==> src/sv/gte_pkg.sv <==
// Package for the grouped tuple enumerator.
// Holds the payload structs, controller/datapath interface structs, FSM states and constants.
// No dependencies.
package gte_pkg;

   localparam int NUM_POS        = 4;
   localparam int MAX_TUPLE      = 4;
   localparam int NUM_GROUPS     = 16;
   localparam int MAX_GROUP_SIZE = 256;
   localparam int LEN_LIM        = (MAX_TUPLE < NUM_POS) ? MAX_TUPLE : NUM_POS;

   localparam int IDX_W  = 8;
   localparam int GRP_W  = 4;
   localparam int SIZE_W = 9;
   localparam int WK_W   = 9;
   localparam int LEN_W  = 3;
   localparam int POS_W  = 2;
   localparam int CNT_W  = 16;

   localparam int CSR_IDX_W  = 1;
   localparam int CSR_DATA_W = 16;

   localparam logic [CSR_IDX_W-1:0] CSR_ENUMERATE_LAST = 1'b0;
   localparam logic [CSR_IDX_W-1:0] CSR_BATCH_SIZE     = 1'b1;

   localparam logic MODE_LOAD    = 1'b0;
   localparam logic MODE_ADVANCE = 1'b1;

   localparam logic [CNT_W-1:0] BATCH_RESET = 16'd10;

   typedef struct packed {
      logic              mode;
      logic [LEN_W-1:0]  tuple_length;
      logic [GRP_W-1:0]  group_0;
      logic [GRP_W-1:0]  group_1;
      logic [GRP_W-1:0]  group_2;
      logic [GRP_W-1:0]  group_3;
      logic [SIZE_W-1:0] size_0;
      logic [SIZE_W-1:0] size_1;
      logic [SIZE_W-1:0] size_2;
      logic [SIZE_W-1:0] size_3;
      logic              last_set;
   } req_type;

   typedef struct packed {
      logic [IDX_W-1:0] index_0;
      logic [IDX_W-1:0] index_1;
      logic [IDX_W-1:0] index_2;
      logic [IDX_W-1:0] index_3;
      logic             valid_res;
      logic             batch_end;
   } rsp_type;

   typedef struct packed {
      logic load;
      logic adv_copy;
      logic bump;
      logic step;
      logic commit_ok;
      logic commit_fail;
      logic count_inc;
      logic count_clear;
      logic out_load;
      logic out_ok;
      logic out_be;
   } cmd_type;

   typedef struct packed {
      logic e_zero;
      logic set_live;
      logic step_found;
      logic step_fail;
      logic full_mode;
      logic final_set;
      logic batch_hit;
      logic count_nz;
      logic out_free;
   } status_type;

   typedef enum logic [2:0] {
      ST_IDLE,
      ST_PREP_LOAD,
      ST_ADV_CHECK,
      ST_SEARCH,
      ST_LOOK_BUMP,
      ST_LOOK_SEARCH,
      ST_RESULT
   } state_type;

endpackage

==> src/sv/gte_datapath.sv <==
// Datapath of the grouped tuple enumerator: set registers, search cursor, batch counter,
// configuration registers and the result register. Depends on gte_pkg.
module gte_datapath import gte_pkg::*; (
   input  logic                  clock,
   input  logic                  reset,
   input  logic                  csr_we,
   input  logic [CSR_IDX_W-1:0]  csr_index,
   input  logic [CSR_DATA_W-1:0] csr_wdata,
   input  req_type               req_data,
   input  logic                  rsp_ready,
   output logic                  rsp_valid,
   output rsp_type               rsp_data,
   input  cmd_type               cmd,
   output status_type            status
);

   logic              enumerate_last_ff;
   logic [CNT_W-1:0]  batch_size_ff;
   logic [LEN_W-1:0]  len_ff;
   logic [GRP_W-1:0]  grp_ff  [NUM_POS];
   logic [SIZE_W-1:0] size_ff [NUM_POS];
   logic [IDX_W-1:0]  pos_ff  [NUM_POS];
   logic [WK_W-1:0]   wk_ff   [NUM_POS];
   logic [WK_W-1:0]   wk_in   [NUM_POS];
   logic [POS_W-1:0]  p_ff;
   logic [POS_W-1:0]  p_in;
   logic              live_ff;
   logic              final_ff;
   logic [CNT_W-1:0]  count_ff;
   logic              rsp_valid_ff;
   rsp_type           rsp_ff;

   logic [GRP_W-1:0]  req_grp [NUM_POS];
   logic [SIZE_W-1:0] req_sz  [NUM_POS];
   logic [LEN_W-1:0]  ld_len;
   logic [LEN_W-1:0]  e_pos;
   logic [POS_W-1:0]  e_last;
   logic [LEN_W-1:0]  p_next;
   logic              cur_ok;
   logic              at_end;
   logic [WK_W-1:0]   lb_vec [NUM_POS];
   logic [CNT_W-1:0]  count_next;

   assign req_grp[0] = req_data.group_0;
   assign req_grp[1] = req_data.group_1;
   assign req_grp[2] = req_data.group_2;
   assign req_grp[3] = req_data.group_3;
   assign req_sz[0]  = req_data.size_0;
   assign req_sz[1]  = req_data.size_1;
   assign req_sz[2]  = req_data.size_2;
   assign req_sz[3]  = req_data.size_3;

   always_comb begin
      if (req_data.tuple_length < 3'd1) begin
         ld_len = 3'd1;
      end else if (req_data.tuple_length > LEN_W'(LEN_LIM)) begin
         ld_len = LEN_W'(LEN_LIM);
      end else begin
         ld_len = req_data.tuple_length;
      end
   end

   always_comb begin
      if (enumerate_last_ff) begin
         e_pos = len_ff;
      end else if (len_ff == 3'd0) begin
         e_pos = 3'd0;
      end else begin
         e_pos = len_ff - 3'd1;
      end
   end

   assign e_last = POS_W'(e_pos - 3'd1);

   // Lower bound of each position: one past the largest earlier index of the same group.
   always_comb begin
      for (int j = 0; j < NUM_POS; j++) begin
         lb_vec[j] = '0;
         for (int q = 0; q < NUM_POS; q++) begin
            if (q < j && grp_ff[q] == grp_ff[j] && (wk_ff[q] + 9'd1) > lb_vec[j]) begin
               lb_vec[j] = wk_ff[q] + 9'd1;
            end
         end
      end
   end

   assign cur_ok     = wk_ff[p_ff] < size_ff[p_ff];
   assign p_next     = {1'b0, p_ff} + 3'd1;
   assign at_end     = p_next >= e_pos;
   assign count_next = count_ff + 16'd1;

   always_comb begin
      wk_in = wk_ff;
      p_in  = p_ff;
      if (cmd.load) begin
         for (int i = 0; i < NUM_POS; i++) begin
            wk_in[i] = '0;
         end
         p_in = '0;
      end else if (cmd.adv_copy) begin
         for (int i = 0; i < NUM_POS; i++) begin
            wk_in[i] = {1'b0, pos_ff[i]};
         end
         if (!enumerate_last_ff && len_ff != 3'd0) begin
            wk_in[POS_W'(len_ff - 3'd1)] = '0;
         end
      end else if (cmd.bump) begin
         wk_in[e_last] = wk_ff[e_last] + 9'd1;
         p_in          = e_last;
      end else if (cmd.step) begin
         if (cur_ok && !at_end) begin
            p_in                   = p_next[POS_W-1:0];
            wk_in[p_next[POS_W-1:0]] = lb_vec[p_next[POS_W-1:0]];
         end else if (!cur_ok && p_ff != '0) begin
            p_in              = p_ff - 2'd1;
            wk_in[p_ff - 2'd1] = wk_ff[p_ff - 2'd1] + 9'd1;
         end
      end
   end

   always_ff @(posedge clock) begin
      wk_ff <= wk_in;
      p_ff  <= p_in;
   end

   always_ff @(posedge clock) begin
      if (reset) begin
         enumerate_last_ff <= 1'b0;
         batch_size_ff     <= BATCH_RESET;
         len_ff            <= '0;
         live_ff           <= 1'b0;
         final_ff          <= 1'b0;
         count_ff          <= '0;
         rsp_valid_ff      <= 1'b0;
         for (int i = 0; i < NUM_POS; i++) begin
            grp_ff[i]  <= '0;
            size_ff[i] <= '0;
            pos_ff[i]  <= '0;
         end
      end else begin
         if (csr_we) begin
            unique case (csr_index)
               CSR_ENUMERATE_LAST: enumerate_last_ff <= csr_wdata[0];
               CSR_BATCH_SIZE:     batch_size_ff     <= csr_wdata;
               default:            batch_size_ff     <= batch_size_ff;
            endcase
         end
         if (cmd.load) begin
            len_ff   <= ld_len;
            final_ff <= req_data.last_set;
            for (int i = 0; i < NUM_POS; i++) begin
               grp_ff[i]  <= GRP_W'(32'(req_grp[i]) % NUM_GROUPS);
               size_ff[i] <= (req_sz[i] > SIZE_W'(MAX_GROUP_SIZE)) ?
                             SIZE_W'(MAX_GROUP_SIZE) : req_sz[i];
            end
         end
         if (cmd.commit_ok) begin
            live_ff <= 1'b1;
            for (int i = 0; i < NUM_POS; i++) begin
               pos_ff[i] <= (LEN_W'(i) < len_ff) ? wk_ff[i][IDX_W-1:0] : '0;
            end
         end else if (cmd.commit_fail) begin
            live_ff <= 1'b0;
            for (int i = 0; i < NUM_POS; i++) begin
               pos_ff[i] <= '0;
            end
         end
         if (cmd.count_clear) begin
            count_ff <= '0;
         end else if (cmd.count_inc) begin
            count_ff <= count_next;
         end
         if (cmd.out_load) begin
            rsp_valid_ff <= 1'b1;
         end else if (rsp_ready) begin
            rsp_valid_ff <= 1'b0;
         end
      end
   end

   always_ff @(posedge clock) begin
      if (cmd.out_load) begin
         rsp_ff.index_0   <= cmd.out_ok ? pos_ff[0] : '0;
         rsp_ff.index_1   <= cmd.out_ok ? pos_ff[1] : '0;
         rsp_ff.index_2   <= cmd.out_ok ? pos_ff[2] : '0;
         rsp_ff.index_3   <= cmd.out_ok ? pos_ff[3] : '0;
         rsp_ff.valid_res <= cmd.out_ok;
         rsp_ff.batch_end <= cmd.out_be;
      end
   end

   assign rsp_valid = rsp_valid_ff;
   assign rsp_data  = rsp_ff;

   assign status.e_zero     = (e_pos == 3'd0);
   assign status.set_live   = live_ff;
   assign status.step_found = cur_ok && at_end;
   assign status.step_fail  = !cur_ok && (p_ff == '0);
   assign status.full_mode  = enumerate_last_ff;
   assign status.final_set  = final_ff;
   assign status.batch_hit  = (count_next >= batch_size_ff);
   assign status.count_nz   = (count_ff != '0);
   assign status.out_free   = !rsp_valid_ff || rsp_ready;

endmodule

==> src/sv/gte_ctrl.sv <==
// Controller of the grouped tuple enumerator: sequences load, advance, search,
// batch look-ahead and result hand-off. Depends on gte_pkg.
module gte_ctrl import gte_pkg::*; (
   input  logic       clock,
   input  logic       reset,
   input  logic       req_valid,
   input  logic       req_mode,
   output logic       req_ready,
   input  status_type status,
   output cmd_type    cmd
);

   state_type state_ff;
   state_type state_in;
   logic      ok_ff;
   logic      ok_in;
   logic      be_ff;
   logic      be_in;
   logic      found_ev;
   logic      fail_ev;

   always_ff @(posedge clock) begin
      if (reset) begin
         state_ff <= ST_IDLE;
         ok_ff    <= 1'b0;
         be_ff    <= 1'b0;
      end else begin
         state_ff <= state_in;
         ok_ff    <= ok_in;
         be_ff    <= be_in;
      end
   end

   assign req_ready = (state_ff == ST_IDLE);

   always_comb begin
      state_in = state_ff;
      ok_in    = ok_ff;
      be_in    = be_ff;
      cmd      = '0;
      found_ev = 1'b0;
      fail_ev  = 1'b0;

      unique case (state_ff)
         ST_IDLE: begin
            if (req_valid) begin
               if (req_mode == MODE_LOAD) begin
                  cmd.load = 1'b1;
                  state_in = ST_PREP_LOAD;
               end else begin
                  cmd.adv_copy = 1'b1;
                  state_in     = ST_ADV_CHECK;
               end
            end
         end
         ST_PREP_LOAD: begin
            if (status.e_zero) begin
               found_ev = 1'b1;
            end else begin
               state_in = ST_SEARCH;
            end
         end
         ST_ADV_CHECK: begin
            if (!status.set_live || status.e_zero) begin
               fail_ev = 1'b1;
            end else begin
               cmd.bump = 1'b1;
               state_in = ST_SEARCH;
            end
         end
         ST_SEARCH: begin
            cmd.step = 1'b1;
            if (status.step_found) begin
               found_ev = 1'b1;
            end else if (status.step_fail) begin
               fail_ev = 1'b1;
            end
         end
         ST_LOOK_BUMP: begin
            if (status.e_zero) begin
               cmd.count_clear = 1'b1;
               be_in           = 1'b1;
               state_in        = ST_RESULT;
            end else begin
               cmd.bump = 1'b1;
               state_in = ST_LOOK_SEARCH;
            end
         end
         ST_LOOK_SEARCH: begin
            cmd.step = 1'b1;
            if (status.step_found) begin
               cmd.count_inc = 1'b1;
               be_in         = 1'b0;
               state_in      = ST_RESULT;
            end else if (status.step_fail) begin
               cmd.count_clear = 1'b1;
               be_in           = 1'b1;
               state_in        = ST_RESULT;
            end
         end
         ST_RESULT: begin
            if (status.out_free) begin
               cmd.out_load = 1'b1;
               cmd.out_ok   = ok_ff;
               cmd.out_be   = be_ff;
               state_in     = ST_IDLE;
            end
         end
         default: begin
            state_in = ST_IDLE;
         end
      endcase

      if (found_ev) begin
         cmd.commit_ok = 1'b1;
         ok_in         = 1'b1;
         be_in         = 1'b0;
         state_in      = ST_RESULT;
         if (status.full_mode) begin
            if (status.batch_hit) begin
               cmd.count_clear = 1'b1;
               be_in           = 1'b1;
            end else if (status.final_set) begin
               state_in = ST_LOOK_BUMP;
            end else begin
               cmd.count_inc = 1'b1;
            end
         end
      end

      if (fail_ev) begin
         cmd.commit_fail = 1'b1;
         ok_in           = 1'b0;
         be_in           = 1'b0;
         state_in        = ST_RESULT;
         if (status.full_mode && status.final_set && status.count_nz) begin
            cmd.count_clear = 1'b1;
            be_in           = 1'b1;
         end
      end
   end

endmodule

==> src/sv/grouped_tuple_enumerator_top.sv <==
// Grouped tuple enumerator, top level. One transaction is worked at a time.
// A transaction passes from idle through the load or advance check and the search steps of
// the shared step unit to the result state; skipped empty subtrees add search steps, and the
// last-set look-ahead in full mode adds a bump and its own. A new transaction is accepted in
// the cycle after the result is loaded; a result still waiting in the output register stalls.
// Synchronous active-high reset clears the set, batch counter and configuration (batch size 10).
module grouped_tuple_enumerator_top import gte_pkg::*; (
   input  logic                  clock,
   input  logic                  reset,
   input  logic                  req_valid,
   output logic                  req_ready,
   input  req_type               req_data,
   output logic                  rsp_valid,
   input  logic                  rsp_ready,
   output rsp_type               rsp_data,
   input  logic                  csr_we,
   input  logic [CSR_IDX_W-1:0]  csr_index,
   input  logic [CSR_DATA_W-1:0] csr_wdata
);

   cmd_type    cmd;
   status_type status;

   gte_ctrl u_ctrl (
      .clock     (clock),
      .reset     (reset),
      .req_valid (req_valid),
      .req_mode  (req_data.mode),
      .req_ready (req_ready),
      .status    (status),
      .cmd       (cmd)
   );

   gte_datapath u_datapath (
      .clock     (clock),
      .reset     (reset),
      .csr_we    (csr_we),
      .csr_index (csr_index),
      .csr_wdata (csr_wdata),
      .req_data  (req_data),
      .rsp_ready (rsp_ready),
      .rsp_valid (rsp_valid),
      .rsp_data  (rsp_data),
      .cmd       (cmd),
      .status    (status)
   );

endmodule

==> config.mk <==
export PLATFORM = sky130hd
export DESIGN_NAME = grouped_tuple_enumerator_top
export DESIGN_NICKNAME = d
export VERILOG_FILES = /design/src/sv/gte_pkg.sv /design/src/sv/gte_datapath.sv /design/src/sv/gte_ctrl.sv /design/src/sv/grouped_tuple_enumerator_top.sv
export SDC_FILE = /design/constraint.sdc
export NUM_CORES = 1
export LEC_CHECK = 0
export BUFFER_PORTS_ARGS = -buffer_cell sky130_fd_sc_hd__buf_2
export CAP_MARGIN = 5
export CORE_MARGIN = 2
export CORE_UTILIZATION = 39
export CTS_CLUSTER_SIZE = 30
export DETAILED_ROUTE_END_ITERATION = 8
export HOLD_SLACK_MARGIN = 0.03
export PLACE_DENSITY = 0.59
export SETUP_SLACK_MARGIN = 0.1
export SYNTH_ARGS = -nofsm -noshare
export SYNTH_HDL_FRONTEND = slang
export SYNTH_HIERARCHICAL = 1
export SYNTH_SLANG_ARGS = --single-unit
==> constraint.sdc <==
create_clock -name clock -period 10.7 [get_ports clock]
set_input_delay 3.21 -clock clock [delete_from_list [all_inputs] [get_ports clock]]
set_output_delay 3.21 -clock clock [all_outputs]
set_load 0.01 [all_outputs]
==> flow_summary_export.csv, run 1 <==
group,metric,value,unit
outcome,status,"finished clean",
clock_network,cts_tree,"done",
critical_path,cp-start-kind,"flop",
detailed_routing,postRouteWirelength,42500,um
sta,finalSetupViolations,0,
flow_run,maxCapViolations,0,
synthesis,synthSimpleGateAreaFrac,0.204,
synthesis,synth-adder-area-share,0.0655,
critical_path,critPathMaxStageDelay,1.01,ns
clock_network,clk_latency,0.54,ns
detailed_routing,dr.pass1.iters,5,
place,placedCellCount,1899,
place,io_buffers,114,
critical_path,cp_cell_sequence,"xor2_1 -> nor4_2 -> nand3_1 -> ha_1 -> nor2b_1 -> o21bai_1 -> a31oi_1 -> o21ai_0 -> buf_4 -> mux2i_1 -> inv_1 -> ha_1 -> a22oi_1 -> nand2_1 -> o21ai_0 -> o21ai_0 -> o221ai_1 -> nand4_1 -> a311oi_2",
synthesis,async_flop_share,0,
grt,grt_pass1_vias,11100,
critical_path,crit_type,"flop to flop",
grt,grt-ovfl-total,0,
critical_path,crit_top_cell,"o21ai_0",
clock_network,post_cts_buffers,0,
layout,layout-drive-gt1-share,0.162,
clock_network,cts_buffer_depth,3,
clock_network,cts.sinks,202,
detailed_routing,drt_iter0_drc,1229,
synthesis,synth_seq_cells,202,
critical_path,cp-end-kind,"flop",
critical_path,cp_slowest_cell,"nor4_2",
sta,tightest_slew,1.25,ns
sta,worst_clock_skew,0.0221,ns
sta,rsz0062_at_grt,"false",
synthesis,synth_edf_count,102,
detailed_routing,drc_errors,0,
clock_network,clk_pin_slew_worst_paths,0.06,ns
grt,grt_max_degree,53,
synthesis,yosys_warnings,6,
sta,slew_violations,0,
floorplan,die_w,189,um
synthesis,synth_seq_area_share,0.379,
sta,fmax,158,MHz
synthesis,synth_cell_types,87,
layout,nets,1626,
grt,grt_pass1_wl,65700,um
clock_network,post_cts_resized,0,
detailed_routing,avgViaCountPerCell,5.89,
grt,track_usage,0.235,
critical_path,cp_max_fo,13,
power,powerDensity,276,nW/um^2
clock_network,h-tree-depth,1,
sta,slew_headroom,0.164,
synthesis,syn-num-nets,1555,
hold_path,min-delay-path-class,"flop to flop",
sta,hold_viol_final,0,
floorplan,io_pins,115,
critical_path,worstPathRequired,11.15,ns
sta,post-route-period-util,0.590,
place,place_congestion,1.02,
clock_network,root_buffer,"clkbuf_16",
synthesis,synth_top_family_by_area,"simple AND/OR/NAND/NOR gates",
synthesis,netlist_instances,1406,
clock_network,holdBufCountCts,0,
detailed_routing,ant_nets,0,
synthesis,syn_area_per_cell,9.51,sq um
synthesis,synth_compound_area_frac,0.175,
layout,final_common_cell,"nand2_1",
layout,final_cell_mix,"nand2_1 (132), buf_2 (114), and2_1 (114)",
layout,n_antenna_cell,0,
synthesis,synth-main-ff-cell,"edfxtp_1",
layout,instances_no_fill,1943,
critical_path,cp.arrival,6.77,ns
synthesis,synth_xor_area_frac,0.0577,
floorplan,row_count,67,
sta,period_needed,6.32,ns
synthesis,synthMuxAreaShare,0.0740,
floorplan,fp.dieH,189,um
detailed_routing,num_vias,11400,
synthesis,synthesis.area,13400,sq um
floorplan,start_util,0.398,
power,irDropWorstVdd,0.166,mV
power,p_leak,5.78,nW
clock_network,cts-buffers-inserted,24,
grt,antenna_found_initial,0,
place,detailed_place_hpwl,31400,um
detailed_routing,routedWlPerCell,21.9,um
floorplan,die_area,35800,sq um
layout,area_delta_synth_final,12.3,%
floorplan,core_area,33600,sq um
sta,tns,0,ns
## worst paths after layout
path                                       startpoint                                       end  slack [ns]  cells after the start
min          u_datapath/batch_size_ff[4]$_SDFFE_PP0P_  u_datapath/batch_size_ff[4]$_SDFFE_PP0P_        0.45                      2
max reg2reg     u_datapath/grp_ff[0][3]$_SDFFCE_PN0P_          u_datapath/wk_ff[1]$_SDFFE_PP0P_        4.38                     19
min reg2reg  u_datapath/batch_size_ff[4]$_SDFFE_PP0P_  u_datapath/batch_size_ff[4]$_SDFFE_PP0P_        0.45                      2
max             u_datapath/grp_ff[0][3]$_SDFFCE_PN0P_          u_datapath/wk_ff[1]$_SDFFE_PP0P_        4.38                     19
## through the flow
stage	worst slack [ns]	power, mW	hold WS [ns]	instance area, sq um	util
2_1_floorplan	5.56	2.64	0.436	13400	-
3_3_place_gp	4.42	3.28	0.444	14200	0.424
3_5_place_dp	4.56	3.28	0.448	14200	0.424
4_1_cts	4.50	4.09	0.456	15000	0.447
5_1_grt	3.87	4.35	0.477	15000	0.447
6_report	4.38	4.14	0.454	15000	0.447
## state kept, by name, indices dropped and copies added, names as in the netlist, named ones only
name,flops
u_datapath/enumerate_last_ff,1
u_datapath/final_ff,1
u_datapath/count_ff,16
u_datapath/wk_ff,36
u_ctrl/state_ff,3
u_ctrl/ok_ff,1
u_datapath/pos_ff,32
u_datapath/size_ff,36
u_datapath/p_ff,2
u_datapath/grp_ff,16
u_datapath/live_ff,1
u_datapath/len_ff,3
u_datapath/rsp_valid,1
u_datapath/batch_size_ff,16
u_datapath/rsp_data,34
u_ctrl/be_ff,1
## synth_stat cells (12+ instances only)
cell | n | area (sq um)
nand3_1 | 44 | 220
o21a_1 | 15 | 113
a211oi_1 | 25 | 188
a21o_1 | 22 | 165
a311oi_1 | 16 | 140
inv_1 | 53 | 199
xnor2_1 | 34 | 298
nor3_1 | 19 | 95.1
mux2i_1 | 12 | 120
a31oi_1 | 18 | 113
o21ai_0 | 32 | 160
nand4_1 | 21 | 131
a21oi_1 | 67 | 335
dfxtp_1 | 100 | 2000
a22oi_1 | 16 | 120
nand2b_1 | 18 | 113
and3_1 | 17 | 106
mux4_2 | 36 | 811
ha_1 | 70 | 876
nand2_1 | 132 | 495
edfxtp_1 | 102 | 3060
nor2_1 | 114 | 428
xor2_1 | 54 | 473
clkbuf_1 | 55 | 206
and2_1 | 114 | 713
## power by group
group	internal (mW)	switching (mW)
combinational	0.786	1.31
clock	0.459	0.340
sequential	0.975	0.263
total	2.22	1.92
## layout make-up
cell class	count	area (sq um)
Tap cell	448	561
Inverter	55	209
Timing Repair Buffer	129	683
Multi-Input combinational cell	1065	7730
Fill cell	3302	18600
Clock inverter	13	108
Sequential cell	202	5060
Clock buffer	31	657
## logic make-up after synthesis
| logic type | after synthesis |
|---|---|
| AND/OR/NAND/NOR | 533 |
| AO/OA/AOI/OAI | 321 |
| flip-flops | 202 |
| buffers and inverters | 139 |
| XOR/XNOR | 88 |
| adder cells (fa/ha/maj) | 70 |
| multiplexers | 53 |
## layer usage
| layer | wire, um | share of wire | vias to the layer above | track usage |
|---|---|---|---|---|
| met5 | 0 | 0 | - | 0 |
| met4 | 1640 | 0.039 | 0 | 0.0925 |
| met3 | 3850 | 0.091 | 105 | 0.0430 |
| met2 | 18800 | 0.44 | 609 | 0.363 |
| met1 | 18200 | 0.43 | 5419 | 0.326 |
| li1 | - | - | 5308 | - |
## critical path, delay by kind of cell, from the launching register on
| kind | cells | cell delay (ns) |
|---|---|---|
| and+or+nand+nor | 5 | 1.79 |
| DFF | 1 | 0.44 |
| AOI/OAI and AO/OA | 8 | 2.49 |
| xor gates and xnor gates | 1 | 0.20 |
| buffers and inverters | 2 | 0.31 |
| muxes | 1 | 0.44 |
| adders and majority gates | 2 | 0.58 |
No activity file was read; power rests on OpenSTA's default activity.
==> run 2: changes to the inputs <==
==> constraint.sdc (replaced) <==
create_clock -name clock -period 6.34 [get_ports clock]
set_input_delay 1.902 -clock clock [delete_from_list [all_inputs] [get_ports clock]]
set_output_delay 1.902 -clock clock [all_outputs]
set_load 0.01 [all_outputs]
==> run 2 against run 1 <==
Total power is 70% higher. Register-to-register slack got worse by 3.5 ns. Critical path depth is 3 higher. Critical endpoint is now u_datapath/wk_ff[31]$_SDFFE_PP0P_. Largest cell class unchanged.
==> flow_summary_export.csv, run 2 (synthesis results as in run 1) <==
group,metric,value,unit
flow_run,maxCapViolations,0,
sta,tightest_slew,1.19,ns
layout,layout-drive-gt1-share,0.174,
hold_path,min-delay-path-class,"flop to flop",
detailed_routing,ant_nets,0,
clock_network,cts_buffer_depth,3,
critical_path,cp.arrival,5.90,ns
clock_network,cts-buffers-inserted,25,
floorplan,fp.dieH,189,um
power,powerDensity,461,nW/um^2
clock_network,clk_latency,0.54,ns
clock_network,post_cts_buffers,0,
place,io_buffers,114,
sta,worst_clock_skew,0.0160,ns
critical_path,worstPathRequired,6.78,ns
layout,final_common_cell,"nand2_1",
grt,antenna_found_initial,1,
grt,track_usage,0.233,
layout,nets,1652,
critical_path,cp_cell_sequence,"nand4_1 -> or3_1 -> a221o_1 -> nand3_1 -> ha_1 -> nor2b_1 -> o21bai_1 -> a31oi_1 -> o21ai_0 -> buf_4 -> mux2i_1 -> inv_1 -> ha_1 -> nand2_1 -> nor3_1 -> nor3_1 -> o21a_1 -> a311oi_1 -> o31ai_1 -> buf_4 -> o2111ai_1 -> a311oi_1",
detailed_routing,avgViaCountPerCell,5.80,
floorplan,start_util,0.398,
grt,grt_pass1_wl,65600,um
detailed_routing,routedWlPerCell,21.3,um
critical_path,cp_max_fo,12,
critical_path,critPathBufInv,3,
floorplan,core_area,33600,sq um
detailed_routing,postRouteWirelength,42000,um
detailed_routing,dr.pass1.iters,6,
hold_path,hp-start,"u_datapath/batch_size_ff[5]$_SDFFE_PP0P_",
sta,rsz0062_at_grt,"false",
detailed_routing,drc_errors,0,
clock_network,cts_tree,"done",
sta,fmax,183,MHz
floorplan,io_pins,115,
critical_path,r2r_slack,0.88,ns
sta,slew_headroom,0.202,
power,p_leak,5.90,nW
critical_path,r2r-start,"u_datapath/wk_ff[30]$_SDFFE_PP0P_",
critical_path,crit_type,"flop to flop",
critical_path,r2r_cells,22,
critical_path,critical_path.top_delay_family,"compound AO/OA/AOI/OAI gates",
critical_path,timing.rr.end,"u_datapath/wk_ff[31]$_SDFFE_PP0P_",
sta,hold_viol_final,0,
power,irDropWorstVdd,0.273,mV
detailed_routing,drt_iter0_drc,1220,
clock_network,cts.sinks,202,
detailed_routing,num_vias,11400,
floorplan,die_area,35800,sq um
critical_path,critPathMaxStageDelay,0.58,ns
clock_network,root_buffer,"clkbuf_16",
sta,post-route-period-util,0.860,
critical_path,cp_slowest_cell,"dfxtp_1",
critical_path,cp-start-kind,"flop",
clock_network,h-tree-depth,1,
critical_path,cp-end-kind,"flop",
layout,final_cell_mix,"nand2_1 (132), buf_2 (114), and2_1 (114)",
sta,tns,0,ns
sta,slew_violations,0,
floorplan,row_count,67,
grt,grt_max_degree,53,
grt,grt_pass1_vias,11300,
power,p_total,7.02,mW
floorplan,die_w,189,um
sta,finalSetupViolations,0,
sta,period_needed,5.46,ns
clock_network,clk_pin_slew_worst_paths,0.06,ns
outcome,status,"finished clean",
clock_network,post_cts_resized,0,
place,detailed_place_hpwl,31200,um
hold_path,holdPathEnd,"u_datapath/batch_size_ff[5]$_SDFFE_PP0P_",
place,place_congestion,0.955,
clock_network,holdBufCountCts,0,
layout,area_delta_synth_final,13.8,%
grt,grt-ovfl-total,0,
hold_path,hold_path_depth,2,
==> run 2: changes by cell type in the layout (fill, tap and decap cells not counted) <==
cell        before  now
buf_4           15   40
clkbuf_1         4    8
clkbuf_8         3    0
clkinvlp_4       1    3
clkbuf_16       24   25
clkinv_2         5    4
clkinv_4         2    1
clkinv_8         1    0
diode_2          0    1
inv_16           0    1
==> run 2: layer usage <==
layer  part of all wire  GRT usage  vias to the layer above  routed length (um)
li1                   -          -                     5368                   -
met3              0.082     0.0443                      114                3440
met5                  0          0                        -                   0
met2               0.44      0.355                      567               18300
met4              0.043      0.100                        0                1800
met1               0.44      0.323                     5378               18400
==> run 2: metrics by stage <==
step,hold WS (ns),instances,setup WS [ns],util,cell area (sq um)
after detailed placement,0.449,1924,1.01,0.429,14400
after CTS,0.457,1970,0.993,0.452,15200
after floorplan,0.436,1406,1.20,-,13400
after global placement,0.444,1924,1.09,0.429,14400
after global routing,0.482,1970,0.493,0.452,15200
final,0.454,1971,0.885,0.452,15200
==> run 2: worst min-delay path: stages, from the launching register on <==
cell and delay, ns:
dfxtp_1 0.31, nand2_1 0.05, a21oi_1 0.05
==> run 2: report_power, final <==
part           leakage [nW]  internal, mW  switching [mW]
Combinational          3.68          1.40            2.20
Clock                 0.366         0.775           0.586
Sequential             1.85          1.65           0.418
==> run 2: area by class of cell <==
cell class | instances | area, sq um
Inverter | 55 | 209
Tap cell | 448 | 561
Antenna cell | 1 | 2.50
Clock inverter | 13 | 113
Sequential cell | 202 | 5060
Timing Repair Buffer | 154 | 871
Clock buffer | 33 | 656
Fill cell | 3266 | 18400
Multi-Input combinational cell | 1065 | 7730
==> run 2: worst max path at each step <==
stage,startpoint,end,slack (ns),cells after the start
CTS,u_datapath/wk_ff[30]$_SDFFE_PP0P_,u_datapath/wk_ff[31]$_SDFFE_PP0P_,0.99,22
finish,u_datapath/wk_ff[30]$_SDFFE_PP0P_,u_datapath/wk_ff[31]$_SDFFE_PP0P_,0.88,22
global placement,u_datapath/wk_ff[30]$_SDFFE_PP0P_,u_datapath/wk_ff[25]$_SDFFE_PP0P_,1.09,22
global route,u_datapath/wk_ff[30]$_SDFFE_PP0P_,u_datapath/wk_ff[31]$_SDFFE_PP0P_,0.49,22
floorplan,u_datapath/wk_ff[29]$_SDFFE_PP0P_,u_datapath/wk_ff[20]$_SDFFE_PP0P_,1.20,22
detailed placement,u_datapath/wk_ff[30]$_SDFFE_PP0P_,u_datapath/wk_ff[31]$_SDFFE_PP0P_,1.01,22
==> run 3: changes to the inputs <==
--- a/config.mk
+++ b/config.mk
@@ -5,7 +5,7 @@
 export SDC_FILE = /design/constraint.sdc
 export NUM_CORES = 1
 export LEC_CHECK = 0
-export BUFFER_PORTS_ARGS = -buffer_cell sky130_fd_sc_hd__buf_2
+export BUFFER_PORTS_ARGS = -buffer_cell sky130_fd_sc_hd__clkbuf_2
 export CAP_MARGIN = 5
 export CORE_MARGIN = 2
 export CORE_UTILIZATION = 39
==> run 3 against run 2 <==
Critical path depth did not move. Clock power grew 10%. Final cell count is 0.20% lower. Global-route usage down 0.84 points. Clock-buffer cell count is 5 lower. First-iteration DRC count is 3.8% lower. Highest routed layer is now met5. Worst setup slack better by 0.048 ns. Total power is 1.9% higher. Routed wire length fell by 2.6%. Combinational power about the same.
==> flow_summary_export.csv, run 3 (synthesis results as in run 1) <==
group,metric,value,unit
detailed_routing,avgViaCountPerCell,5.81,
floorplan,die_w,189,um
power,p_leak,5.96,nW
layout,final_common_cell,"nand2_1",
grt,track_usage,0.225,
detailed_routing,ant_nets,0,
sta,slew_violations,0,
layout,final_cell_mix,"nand2_1 (132), clkbuf_2 (114), and2_1 (114)",
detailed_routing,num_vias,11400,
hold_path,min-delay-path-class,"flop to flop",
place,place_congestion,0.999,
outcome,status,"finished clean",
critical_path,cp-start-kind,"flop",
grt,grt_pass1_wl,63700,um
layout,n_antenna_cell,0,
flow_run,maxCapViolations,0,
sta,fmax,185,MHz
clock_network,holdBufCountCts,0,
place,detailed_place_hpwl,30200,um
clock_network,clk_latency,0.55,ns
critical_path,critPathMaxStageDelay,0.56,ns
sta,tns,0,ns
detailed_routing,postRouteWirelength,40900,um
grt,antenna_found_initial,1,
sta,rsz0062_at_grt,"false",
detailed_routing,wl_met1,18300,um
clock_network,clk_pin_slew_worst_paths,0.06,ns
layout,layout-drive-gt1-share,0.174,
floorplan,core_area,33600,sq um
detailed_routing,dr.pass1.iters,6,
layout,multiInputGateArea,7730,sq um
clock_network,post_cts_resized,0,
detailed_routing,top_layer,"met5",
place,io_buffers,114,
critical_path,worstPathRequired,6.77,ns
critical_path,timing.rr.end,"u_datapath/wk_ff[25]$_SDFFE_PP0P_",
clock_network,cts_buffer_depth,3,
critical_path,cp-end-kind,"flop",
sta,period_needed,5.41,ns
grt,grt-ovfl-total,0,
sta,tightest_slew,1.25,ns
critical_path,r2r_slack,0.93,ns
clock_network,cts.sinks,202,
detailed_routing,wl_met2,17400,um
sta,worst_clock_skew,0.0150,ns
layout,instances_no_fill,1967,
floorplan,die_area,35800,sq um
hold_path,hp-start,"u_datapath/batch_size_ff[6]$_SDFFE_PP0P_",
critical_path,cp_max_fo,12,
detailed_routing,routedWlPerCell,20.8,um
floorplan,start_util,0.398,
clock_network,cts_tree,"done",
clock_network,post_cts_buffers,0,
detailed_routing,wl_met3,3590,um
hold_path,hold_path_depth,2,
detailed_routing,drc_errors,0,
power,powerDensity,468,nW/um^2
grt,grt_pass1_vias,11000,
floorplan,row_count,67,
detailed_routing,drt_iter0_drc,1174,
place,placedCellCount,1920,
floorplan,io_pins,115,
clock_network,cts-buffers-inserted,25,
clock_network,root_buffer,"clkbuf_16",
critical_path,cp_slowest_cell,"dfxtp_1",
layout,num-fill-cells,3225,
floorplan,fp.dieH,189,um
sta,hold_viol_final,0,
clock_network,h-tree-depth,1,
hold_path,holdPathEnd,"u_datapath/batch_size_ff[6]$_SDFFE_PP0P_",
sta,post-route-period-util,0.853,
grt,grt_max_degree,53,
layout,area_delta_synth_final,14.3,%
critical_path,cp.arrival,5.84,ns
layout,nets,1649,
critical_path,cp_cell_sequence,"nand4_1 -> or3_1 -> a221o_1 -> nand3_1 -> ha_1 -> nor2b_1 -> o21bai_1 -> a31oi_1 -> o21ai_0 -> buf_4 -> mux2i_1 -> inv_1 -> ha_1 -> nand2_1 -> nor3_1 -> nor3_1 -> o21ai_0 -> buf_4 -> o21ba_2 -> a211o_1 -> nor2b_1 -> o221a_2",
sta,finalSetupViolations,0,
critical_path,crit_type,"flop to flop",
sta,slew_headroom,0.161,
critical_path,r2r-start,"u_datapath/wk_ff[30]$_SDFFE_PP0P_",
critical_path,r2r_cells,22,
power,p_total,7.15,mW
power,irDropWorstVdd,0.327,mV
layout,regArea,5060,sq um
[run 3: worst max-delay path by stage]
stage                                           endpoint                               from  slack, ns  cells past startpoint
floorplan              u_datapath/wk_ff[20]$_SDFFE_PP0P_  u_datapath/wk_ff[29]$_SDFFE_PP0P_       1.20                     22
global placement       u_datapath/wk_ff[25]$_SDFFE_PP0P_  u_datapath/wk_ff[30]$_SDFFE_PP0P_       1.14                     22
detailed placement  u_datapath/pos_ff[0][2]$_SDFFE_PP0P_    u_datapath/p_ff[1]$_SDFFE_PP0P_       1.07                     11
CTS                 u_datapath/pos_ff[0][2]$_SDFFE_PP0P_    u_datapath/p_ff[1]$_SDFFE_PP0P_       1.06                     11
global route           u_datapath/wk_ff[29]$_SDFFE_PP0P_  u_datapath/wk_ff[30]$_SDFFE_PP0P_       0.46                     20
finish                 u_datapath/wk_ff[25]$_SDFFE_PP0P_  u_datapath/wk_ff[30]$_SDFFE_PP0P_       0.93                     22
[run 3: per-layer routing]
| layer | vias up | global-route usage |
|---|---|---|
| met2 | 580 | 0.339 |
| met3 | 118 | 0.0475 |
| met4 | 2 | 0.0808 |
| met5 | - | 0 |
| li1 | 5352 | - |
| met1 | 5369 | 0.317 |
[run 3: power by group]
group | switching [mW] | internal (mW) | total [mW]
Sequential | 0.428 | 1.65 | 2.07
Clock | 0.600 | 0.901 | 1.50
Combinational | 2.18 | 1.39 | 3.58
[run 3: area by class of cell]
cell class	count	share of cell area
Multi-Input combinational cell	1065	0.506
Sequential cell	202	0.332
Tap cell	448	0.0367
Timing Repair Buffer	151	0.0563
Clock inverter	18	0.0136
Inverter	55	0.0137
Clock buffer	28	0.0423
[run 3: critical path, delay by kind of cell, from the launching register on]
kind | cells | cell delay [ns]
muxes | 1 | 0.27
and+or+nand+nor | 8 | 1.50
adders and majority gates | 2 | 0.54
AOI/OAI and AO/OA | 8 | 1.94
buffers and inverters | 3 | 0.48
DFF | 1 | 0.56
[run 3: metrics by stage]
step            util  hold WS (ns)  instance area [sq um]  setup WS (ns)
4_1_cts        0.454         0.456                  15300           1.06
6_report       0.454         0.455                  15300          0.932
3_3_place_gp   0.429         0.444                  14400           1.14
3_5_place_dp   0.429         0.448                  14400           1.07
5_1_grt        0.454         0.477                  15300          0.460
2_1_floorplan      -         0.436                  13400           1.20
